[src/rtl/vtae_pkg.sv]
package vtae_pkg;

  typedef enum logic [1:0] {
    OP_COORD = 2'd0,
    OP_PEN   = 2'd1,
    OP_TEXT  = 2'd2
  } op_t;

  localparam int NUM_SLOTS = 5;

  localparam int SLOT_HIGH_Y = 0;
  localparam int SLOT_EXTRA  = 1;
  localparam int SLOT_LOW_Y  = 2;
  localparam int SLOT_HIGH_X = 3;
  localparam int SLOT_LOW_X  = 4;

  localparam logic [11:0] X_LIMIT = 12'd4095;
  localparam logic [11:0] Y_LIMIT = 12'd3071;

  localparam logic [7:0] TAG_HIGH   = 8'h20;
  localparam logic [7:0] TAG_LOW_Y  = 8'h60;
  localparam logic [7:0] TAG_LOW_X  = 8'h40;
  localparam logic [7:0] CTRL_PEN   = 8'd29;
  localparam logic [7:0] CTRL_TEXT  = 8'd31;
  localparam logic [7:0] PREV_RESET = 8'hFF;

  typedef logic [NUM_SLOTS-1:0] slot_mask_t;

  typedef struct packed {
    slot_mask_t                send;
    logic [NUM_SLOTS-1:0][7:0] bytes;
  } entry_t;

endpackage

[src/rtl/vtae_front.sv]
module vtae_front (
  input  logic           clk,
  input  logic           rst,
  input  logic           in_valid,
  output logic           in_ready,
  input  logic [1:0]     op,
  input  logic [15:0]    x_coord,
  input  logic [15:0]    y_coord,
  input  logic           queue_full,
  output logic           push,
  output vtae_pkg::entry_t push_entry
);

  logic [7:0]  prev_high_y;
  logic [7:0]  prev_high_x;
  logic [7:0]  prev_low_y;
  logic [7:0]  prev_extra_bits;
  logic [11:0] x_sat;
  logic [11:0] y_sat;
  logic [4:0]  high_y;
  logic [4:0]  low_y;
  logic [4:0]  high_x;
  logic [4:0]  low_x;
  logic [4:0]  extra;
  logic        ch_hy;
  logic        ch_eb;
  logic        ch_ly;
  logic        ch_hx;
  logic        accept;
  logic        is_coord;
  logic        is_valid_op;

  assign in_ready = !queue_full;
  assign accept   = in_valid && in_ready;

  assign x_sat = (x_coord > {4'd0, vtae_pkg::X_LIMIT}) ? vtae_pkg::X_LIMIT : x_coord[11:0];
  assign y_sat = (y_coord > {4'd0, vtae_pkg::Y_LIMIT}) ? vtae_pkg::Y_LIMIT : y_coord[11:0];

  assign high_y = y_sat[11:7];
  assign low_y  = y_sat[6:2];
  assign high_x = x_sat[11:7];
  assign low_x  = x_sat[6:2];
  assign extra  = {1'b0, y_sat[1:0], x_sat[1:0]};

  assign ch_hy = {3'd0, high_y} != prev_high_y;
  assign ch_eb = {3'd0, extra}  != prev_extra_bits;
  assign ch_ly = {3'd0, low_y}  != prev_low_y;
  assign ch_hx = {3'd0, high_x} != prev_high_x;

  always_comb begin
    push_entry  = '0;
    is_coord    = 1'b0;
    is_valid_op = 1'b1;
    unique case (vtae_pkg::op_t'(op))
      vtae_pkg::OP_COORD: begin
        is_coord = 1'b1;
        push_entry.send[vtae_pkg::SLOT_HIGH_Y]  = ch_hy;
        push_entry.send[vtae_pkg::SLOT_EXTRA]   = ch_eb;
        push_entry.send[vtae_pkg::SLOT_LOW_Y]   = ch_eb || ch_ly || ch_hx;
        push_entry.send[vtae_pkg::SLOT_HIGH_X]  = ch_hx;
        push_entry.send[vtae_pkg::SLOT_LOW_X]   = 1'b1;
        push_entry.bytes[vtae_pkg::SLOT_HIGH_Y] = {3'd0, high_y} | vtae_pkg::TAG_HIGH;
        push_entry.bytes[vtae_pkg::SLOT_EXTRA]  = {3'd0, extra}  | vtae_pkg::TAG_LOW_Y;
        push_entry.bytes[vtae_pkg::SLOT_LOW_Y]  = {3'd0, low_y}  | vtae_pkg::TAG_LOW_Y;
        push_entry.bytes[vtae_pkg::SLOT_HIGH_X] = {3'd0, high_x} | vtae_pkg::TAG_HIGH;
        push_entry.bytes[vtae_pkg::SLOT_LOW_X]  = {3'd0, low_x}  | vtae_pkg::TAG_LOW_X;
      end
      vtae_pkg::OP_PEN: begin
        push_entry.send[vtae_pkg::SLOT_LOW_X]  = 1'b1;
        push_entry.bytes[vtae_pkg::SLOT_LOW_X] = vtae_pkg::CTRL_PEN;
      end
      vtae_pkg::OP_TEXT: begin
        push_entry.send[vtae_pkg::SLOT_LOW_X]  = 1'b1;
        push_entry.bytes[vtae_pkg::SLOT_LOW_X] = vtae_pkg::CTRL_TEXT;
      end
      default: begin
        is_valid_op = 1'b0;
      end
    endcase
  end

  assign push = accept && is_valid_op;

  always_ff @(posedge clk) begin
    if (rst) begin
      prev_high_y     <= vtae_pkg::PREV_RESET;
      prev_high_x     <= vtae_pkg::PREV_RESET;
      prev_low_y      <= vtae_pkg::PREV_RESET;
      prev_extra_bits <= vtae_pkg::PREV_RESET;
    end else if (accept && is_coord) begin
      prev_high_y     <= {3'd0, high_y};
      prev_high_x     <= {3'd0, high_x};
      prev_low_y      <= {3'd0, low_y};
      prev_extra_bits <= {3'd0, extra};
    end
  end

endmodule

[src/rtl/vtae_queue.sv]
module vtae_queue #(
  parameter int DEPTH = 2
) (
  input  logic             clk,
  input  logic             rst,
  input  logic             push,
  input  vtae_pkg::entry_t push_entry,
  output logic             full,
  input  logic             pop,
  output logic             not_empty,
  output vtae_pkg::entry_t pop_entry
);

  localparam int AW = (DEPTH > 1) ? $clog2(DEPTH) : 1;
  localparam int CW = $clog2(DEPTH + 1);

  vtae_pkg::entry_t mem [DEPTH];
  logic [AW-1:0]    wr_ptr;
  logic [AW-1:0]    rd_ptr;
  logic [CW-1:0]    count;
  logic             do_push;
  logic             do_pop;

  assign full      = count == CW'(DEPTH);
  assign not_empty = count != '0;
  assign do_push   = push && !full;
  assign do_pop    = pop && not_empty;
  assign pop_entry = mem[rd_ptr];

  always_ff @(posedge clk) begin
    if (do_push) begin
      mem[wr_ptr] <= push_entry;
    end
  end

  always_ff @(posedge clk) begin
    if (rst) begin
      wr_ptr <= '0;
      rd_ptr <= '0;
      count  <= '0;
    end else begin
      if (do_push) begin
        wr_ptr <= (wr_ptr == AW'(DEPTH - 1)) ? '0 : wr_ptr + 1'b1;
      end
      if (do_pop) begin
        rd_ptr <= (rd_ptr == AW'(DEPTH - 1)) ? '0 : rd_ptr + 1'b1;
      end
      if (do_push && !do_pop) begin
        count <= count + 1'b1;
      end else if (do_pop && !do_push) begin
        count <= count - 1'b1;
      end
    end
  end

endmodule

[src/rtl/vtae_back.sv]
module vtae_back (
  input  logic             clk,
  input  logic             rst,
  input  logic             queue_not_empty,
  input  vtae_pkg::entry_t queue_entry,
  output logic             pop,
  output logic             out_valid,
  input  logic             out_ready,
  output logic [7:0]       out_byte,
  output logic             last_byte
);

  logic                       busy;
  logic                       busy_next;
  vtae_pkg::slot_mask_t       mask;
  vtae_pkg::slot_mask_t       mask_next;
  logic [vtae_pkg::NUM_SLOTS-1:0][7:0] bytes;
  vtae_pkg::slot_mask_t       sel;
  logic [7:0]                 sel_byte;
  logic                       sel_last;
  logic                       emit;

  always_comb begin
    sel      = '0;
    sel_byte = bytes[vtae_pkg::SLOT_LOW_X];
    priority if (mask[vtae_pkg::SLOT_HIGH_Y]) begin
      sel[vtae_pkg::SLOT_HIGH_Y] = 1'b1;
      sel_byte = bytes[vtae_pkg::SLOT_HIGH_Y];
    end else if (mask[vtae_pkg::SLOT_EXTRA]) begin
      sel[vtae_pkg::SLOT_EXTRA] = 1'b1;
      sel_byte = bytes[vtae_pkg::SLOT_EXTRA];
    end else if (mask[vtae_pkg::SLOT_LOW_Y]) begin
      sel[vtae_pkg::SLOT_LOW_Y] = 1'b1;
      sel_byte = bytes[vtae_pkg::SLOT_LOW_Y];
    end else if (mask[vtae_pkg::SLOT_HIGH_X]) begin
      sel[vtae_pkg::SLOT_HIGH_X] = 1'b1;
      sel_byte = bytes[vtae_pkg::SLOT_HIGH_X];
    end else begin
      sel[vtae_pkg::SLOT_LOW_X] = 1'b1;
    end
  end

  assign sel_last = (mask & ~sel) == '0;
  assign emit     = busy && (!out_valid || out_ready);
  assign pop      = queue_not_empty && (!busy || (emit && sel_last));

  always_comb begin
    busy_next = busy;
    mask_next = mask;
    if (emit) begin
      mask_next = mask & ~sel;
      if (sel_last) begin
        busy_next = 1'b0;
      end
    end
    if (pop) begin
      busy_next = 1'b1;
      mask_next = queue_entry.send;
    end
  end

  always_ff @(posedge clk) begin
    if (pop) begin
      bytes <= queue_entry.bytes;
    end
    if (emit) begin
      out_byte  <= sel_byte;
      last_byte <= sel_last;
    end
  end

  always_ff @(posedge clk) begin
    if (rst) begin
      busy      <= 1'b0;
      mask      <= '0;
      out_valid <= 1'b0;
    end else begin
      busy <= busy_next;
      mask <= mask_next;
      if (emit) begin
        out_valid <= 1'b1;
      end else if (out_ready) begin
        out_valid <= 1'b0;
      end
    end
  end

endmodule

[src/rtl/vector_terminal_address_encoder_top.sv]
// Channel  Handshake             Word
// input    in_valid / in_ready   op, x_coord, y_coord
// output   out_valid / out_ready out_byte, last_byte
//
// A coordinate word yields one to five output words, and a pen or text word yields one.
// The back end sends one output word per cycle while the output is not stalled.
// Input words are accepted every cycle while the queue between front and back has room.
// Reset clears the queue and the output valid flag, and sets the stored fields to 255.
// A stalled output holds its word; the queue keeps accepting until it fills.
module vector_terminal_address_encoder_top #(
  parameter int QUEUE_DEPTH = 2
) (
  input  logic        clk,
  input  logic        rst,
  input  logic        in_valid,
  output logic        in_ready,
  input  logic [1:0]  op,
  input  logic [15:0] x_coord,
  input  logic [15:0] y_coord,
  output logic        out_valid,
  input  logic        out_ready,
  output logic [7:0]  out_byte,
  output logic        last_byte
);

  logic             push;
  logic             pop;
  logic             queue_full;
  logic             queue_not_empty;
  vtae_pkg::entry_t push_entry;
  vtae_pkg::entry_t pop_entry;

  vtae_front u_front (
    .clk        (clk),
    .rst        (rst),
    .in_valid   (in_valid),
    .in_ready   (in_ready),
    .op         (op),
    .x_coord    (x_coord),
    .y_coord    (y_coord),
    .queue_full (queue_full),
    .push       (push),
    .push_entry (push_entry)
  );

  vtae_queue #(
    .DEPTH (QUEUE_DEPTH)
  ) u_queue (
    .clk        (clk),
    .rst        (rst),
    .push       (push),
    .push_entry (push_entry),
    .full       (queue_full),
    .pop        (pop),
    .not_empty  (queue_not_empty),
    .pop_entry  (pop_entry)
  );

  vtae_back u_back (
    .clk             (clk),
    .rst             (rst),
    .queue_not_empty (queue_not_empty),
    .queue_entry     (pop_entry),
    .pop             (pop),
    .out_valid       (out_valid),
    .out_ready       (out_ready),
    .out_byte        (out_byte),
    .last_byte       (last_byte)
  );

endmodule

[config.mk]
export PLATFORM = sky130hd
export DESIGN_NAME = vector_terminal_address_encoder_top
export DESIGN_NICKNAME = d
export VERILOG_FILES = /design/src/rtl/vtae_pkg.sv /design/src/rtl/vtae_front.sv /design/src/rtl/vtae_queue.sv /design/src/rtl/vtae_back.sv /design/src/rtl/vector_terminal_address_encoder_top.sv
export SDC_FILE = /design/constraint.sdc
export NUM_CORES = 1
export LEC_CHECK = 0
export BUFFER_PORTS_ARGS = -buffer_cell sky130_fd_sc_hd__buf_2
export CAP_MARGIN = 30
export CORE_UTILIZATION = 45
export CTS_BUF_LIST = sky130_fd_sc_hd__clkbuf_4
export DETAILED_ROUTE_END_ITERATION = 10
export PLACE_DENSITY_LB_ADDON = 0.12
export SLEW_MARGIN = 20
export SYNTH_ARGS = -nofsm -noshare
export SYNTH_HDL_FRONTEND = slang
export SYNTH_SLANG_ARGS = --single-unit
[constraint.sdc]
create_clock -name clk -period 6.1 [get_ports clk]
set_input_delay 0.915 -clock clk [delete_from_list [all_inputs] [get_ports clk]]
set_output_delay 0.915 -clock clk [all_outputs]
set_load 0.01 [all_outputs]
# Word-level counts from Yosys, hierarchy flattened
# Memory sizes are Yosys's and may differ from the RTL's. A register that Yosys moved wholly into a read port is not among the register bits.
# Cells that the tools add are included.
[op_classes]
addsub = 4
bitwise = 2
order_cmp = 2
n_mux = 34
reduce_logical = 28
eq_ne = 7
[op_table]
columns = ["operator", "count"]
rows = [
  ["> comparator 16 x 12 -> 1 bit (second input constant)", 2],
  ["2-to-1 mux 8 bit", 4],
  ["2-to-1 mux 30 bit", 1],
  ["2-to-1 mux 12 bit", 2],
  ["!= test 5 x 8 -> 1 bit", 3],
  ["case mux 7 bit (3 select lines)", 1],
  ["2-to-1 mux 1 bit", 18],
  ["logical AND 1 bit", 10],
  ["2-to-1 mux 5 bit", 2],
  ["nonzero test 2 bit", 5],
  ["2-to-1 mux 4 bit", 2],
  ["!= test 4 x 8 -> 1 bit", 1],
  ["2-to-1 mux 2 bit", 3],
  ["AND 5 bit", 1],
  ["logical NOT 1 bit", 5],
  ["logical NOT 5 bit", 1],
  ["NOT 5 bit", 1],
  ["== test 2 bit (second input constant)", 2],
  ["logical OR 1 bit", 4],
  ["2-to-1 mux 3 bit", 1],
  ["OR reduction 3 bit", 1],
  ["adder 1 bit (second input constant)", 2],
  ["adder 2 x 1 -> 2 bit (second input constant)", 1],
  ["== test 2 x 1 -> 1 bit (second input constant)", 1],
  ["other kinds (3)", 3],
]
[word_totals]
register_bits = 92
elab_cells = 95
out_inout_bits = 11
memories = 1
mem_bits_rw = 84
in_bits = 38
[mem_list]
columns = ["memory", "depth", "width", "read_ports", "rd_clocked_by_memory_dff", "write_ports", "line_no", "source"]
rows = [
  ["u_queue.mem", 2, 42, 1, 1, 1, "vtae_queue.sv:17", "vtae_pkg::entry_t mem [DEPTH];"],
]

# Depth between registers and ports, before layout
[depth]
word_depth = 14
mapped_depth = 9
ltp_nobuf = 8

# By module
# From an unflattened synthesis, not the netlist that was laid out.
[unflattened]
hier_cells = 544
area_unflattened_um2 = 7390.8
[by_module_without_submodules]
columns = ["module", "instances", "area_each_um2", "cells_per_inst", "seq_area_each_um2"]
rows = [
  ["vtae_queue", 1, 3464.6, 165, 2802.7],
  ["vtae_back", 1, 2279.7, 164, 1611.5],
  ["vtae_front", 1, 1646.6, 215, 400.4],
]

# Worst setup path before layout
# OpenSTA, ideal clock, no wires.
[synth_timing]
path_type = "input to register"
from = "input port op[0]"
to = "memory u_queue.mem[0][0] (netlist bit), enable pin"
n_path_buf = 0
path_slack_ps = 2346
path_stages = 2
arrival_time_ps = 3299
setup_time_ps = 455
required_ps = 5645
cell_sequence = "ha_1 > nor3_1"
[synth_between]
elab_chain_cells = 7
word_cells_on_any_way = 9
cone_classes = "2 x eq/ne; 3 x mux; 4 x reduce/logical"
[synth_rtl]
columns = ["item", "line_no", "source"]
rows = [
  ["start, declared", "vector_terminal_address_encoder_top.sv:17", "input logic [1:0] op,"],
  ["== test 2 x 1 -> 1 bit, or another cell as far along", "vtae_front.sv:54", "unique case (vtae_pkg::op_t'(op))"],
  ["OR reduction 3 bit (no line) (*)", "n/a", ""],
  ["2-to-1 mux 1 bit (*)", "vtae_front.sv:54", ""],
  ["logical AND 1 bit (*)", "vtae_front.sv:82", "assign push = accept && is_valid_op;"],
  ["logical AND 1 bit (*)", "vtae_queue.sv:26", "assign do_push = push && !full;"],
  ["2-to-1 mux 1 bit (*)", "vtae_queue.sv:31", "if (do_push) begin"],
  ["2-to-1 mux 1 bit (not written as such) (*)", "vtae_queue.sv:32", "mem[wr_ptr] <= push_entry;"],
  ["end, declared", "vtae_queue.sv:17", ""],
]
# Mark *: on every way between the ends. The rest lies on a longest branch, timed or not.

==> metrics.txt <==
status finished with violations; failing checks design-rule violations; GRT Residual Overflow 0; area growth from synthesis to layout 11.0%; antenna diode count 0; final instance area 0.00596 mm^2; Inst Count DP 600; vias in the first global route 3381; CTS Buffer Depth 2; drt wl/cell 16.1 um; Layout fillers 1016; max_cap viols 0; Iter 0 DRT Violations 154; Final Net Count 517; remaining antenna violation count 0; share of layout cells above drive strength 1 23.3%; total CTS buffers 17; GPL Wtd Cong 0.807; die width 111 um; syn_area_per_cell 12.5 um^2; largest area contributor in the netlist edfxtp_1; CTS root buffer clkbuf_4; Clock Sinks 125; fin crit share 45.0%; DP Area 0.00573 mm^2; DIE AREA 0.0124 mm^2; Worst-Margin Slew 856 ps; Total Routed Length 10.1 mm; Final Hold Viols 0; Total Power 2.39 mW; Core Area 0.0115 mm^2; worst IR drop on VDD 0.000165 V; Worst Hold Class reg2reg; Post-synth EDFFs 93; vias 3407; Power Density 402 mW/mm^2; Yosys reg bits 125; min setup slack post-route 3350 ps; initial antenna violation count 0; postcts setup bufs 0; Warnings, synthesis 0; crit path launch type input pin; Post-synth top flop edfxtp_1; CTS tree yes; Reg clk slew, reported paths 100 ps; global-route wire length before repair 16.6 mm; number of cells produced by synthesis 430; critical path class in2reg; most frequent cell after synthesis edfxtp_1; gr usage total 17.9%; Setup Viol. Count Final 0; port bufs 47; row cnt 39; Layout Skew 11.9 ps; DR pass1 iterations 9; Required @ worst endpoint 6360 ps; non-filler instance count after layout 632; Crit. End Element register; leak pwr 2.19 nW; relative slew slack 42.4%; H-Tree Depth 4; Die Y 111 um; Starting Density 46.7%; crit path max fanout 14; sum of negative setup slack 0 ps; RSZ-0062 raised after global routing no; Worst EP arrival 3010 ps; Post-synth top cells edfxtp_1, nor2_1, dfxtp_1; top achievable clock speed 364 MHz; library cells used by synthesis 49; Synth top area share 52.0%; mapped cell area 0.00537 mm^2; # DRC 11; Mapped Nets 471; pin count of the biggest net entering global routing 40; DP HPWL 6.75 mm; max-slew violation count 0; fin crit period 2750 ps; Resize count post-CTS 0; CTS Hold Buffers Added 0; worst slack, placed 2840 ps; Skew-Pair Late Insertion Delay 510 ps; DR vias/cell 5.39; I/O pin total 49; register area share after synthesis 63.9%; ys async rst share 0%; top post-synthesis cells by area edfxtp_1, dfxtp_1, mux2_2
[power breakdown]
| group | leakage [nW] | internal [mW] | switching [mW] |
|---|---|---|---|
| clock | 0.143 | 0.211 | 0.281 |
| sequential | 1.14 | 1.17 | 0.140 |
| combinational | 0.904 | 0.269 | 0.321 |
| total | 2.19 | 1.65 | 0.743 |
[worst max-delay path: stages]
cell     delay [ps]
buf_2            90
nor4_1          740
nand2_1         530
nor2_1          290
o21ai_0         110
o41a_1          330
[layout by cell type (no fill, tap or decap), types with 4 or more instances in the layout]
cell type,synthesis,final
a21oi_1,18,18
a211o_1,21,21
a32oi_1,5,5
dfxtp_1,32,31
clkbuf_4,0,21
nor2_1,69,69
xor2_1,11,11
clkinv_2,0,7
o21ai_0,19,19
nand3_1,9,9
mux2_2,27,27
edfxtp_1,93,93
nand2_1,21,21
and2_1,5,4
o211ai_1,4,4
inv_1,9,9
buf_2,5,47
mux2i_1,12,12
[area by class of cell]
cell class	instances	area [um^2]	share of cell area (%)
Multi-Input combinational cell	273	1820	30.5
Clock inverter	11	76.3	1.28
Tap cell	143	179	3.00
Inverter	9	33.8	0.567
Clock buffer	21	158	2.64
Timing Repair Buffer	50	265	4.45
Sequential cell	125	3430	57.6
[kinds of logic (layout without fill, tap and decap cells)]
kind of cell	Yosys count	count (layout)	synth area share, %
other	1	1	0.0698
adder cells (fa/ha/maj)	4	4	0.885
XOR/XNOR	12	12	1.96
buffers and inverters	32	91	2.42
flip-flops	125	125	63.9
AND/OR/NAND/NOR	127	127	10.8
AO/OA/AOI/OAI	90	90	12.1
multiplexers	39	39	7.89
[path summary, 6_finish.rpt]
check,start,end,slack (ps),cells past startpoint
hold / removal,u_front.prev_high_y[1],u_front.prev_high_y[1],490,1
setup / recovery,y_coord[15],u_queue.mem[0][37],3350,6
hold reg to reg,u_front.prev_high_y[1],u_front.prev_high_y[1],490,1
setup reg to reg,u_back.mask[0],u_queue.count[1],3390,7
[layer usage]
layer	share of wire (%)	global-route usage (%)	vias to the layer above
li1	-	-	1696
met1	48	22.9	1610
met2	47	28.7	94
met3	4.5	4.70	7
met4	0.79	7.93	0
met5	0	0	-
[registers in the layout, indices dropped and copies added, names as in the netlist, named ones only]
| name | count |
|---|---|
| u_back.busy | 1 |
| u_back.bytes | 25 |
| u_back.last_byte | 1 |
| u_back.mask | 5 |
| u_back.out_byte | 7 |
| u_back.out_valid | 1 |
| u_front.prev_extra_bits | 5 |
| u_front.prev_high_x | 5 |
| u_front.prev_high_y | 5 |
| u_front.prev_low_y | 5 |
| u_queue.count | 2 |
| u_queue.mem | 60 |
| u_queue.rd_ptr | 1 |
| u_queue.wr_ptr | 1 |
[stage by stage]
step	utilization, %	hold WS (ps)
finish	51.8	492
global route	51.8	511
CTS	51.8	490
detailed placement	49.8	465
global placement	49.6	466
floorplan	-	445
No activity file was read; power rests on OpenSTA's default activity.
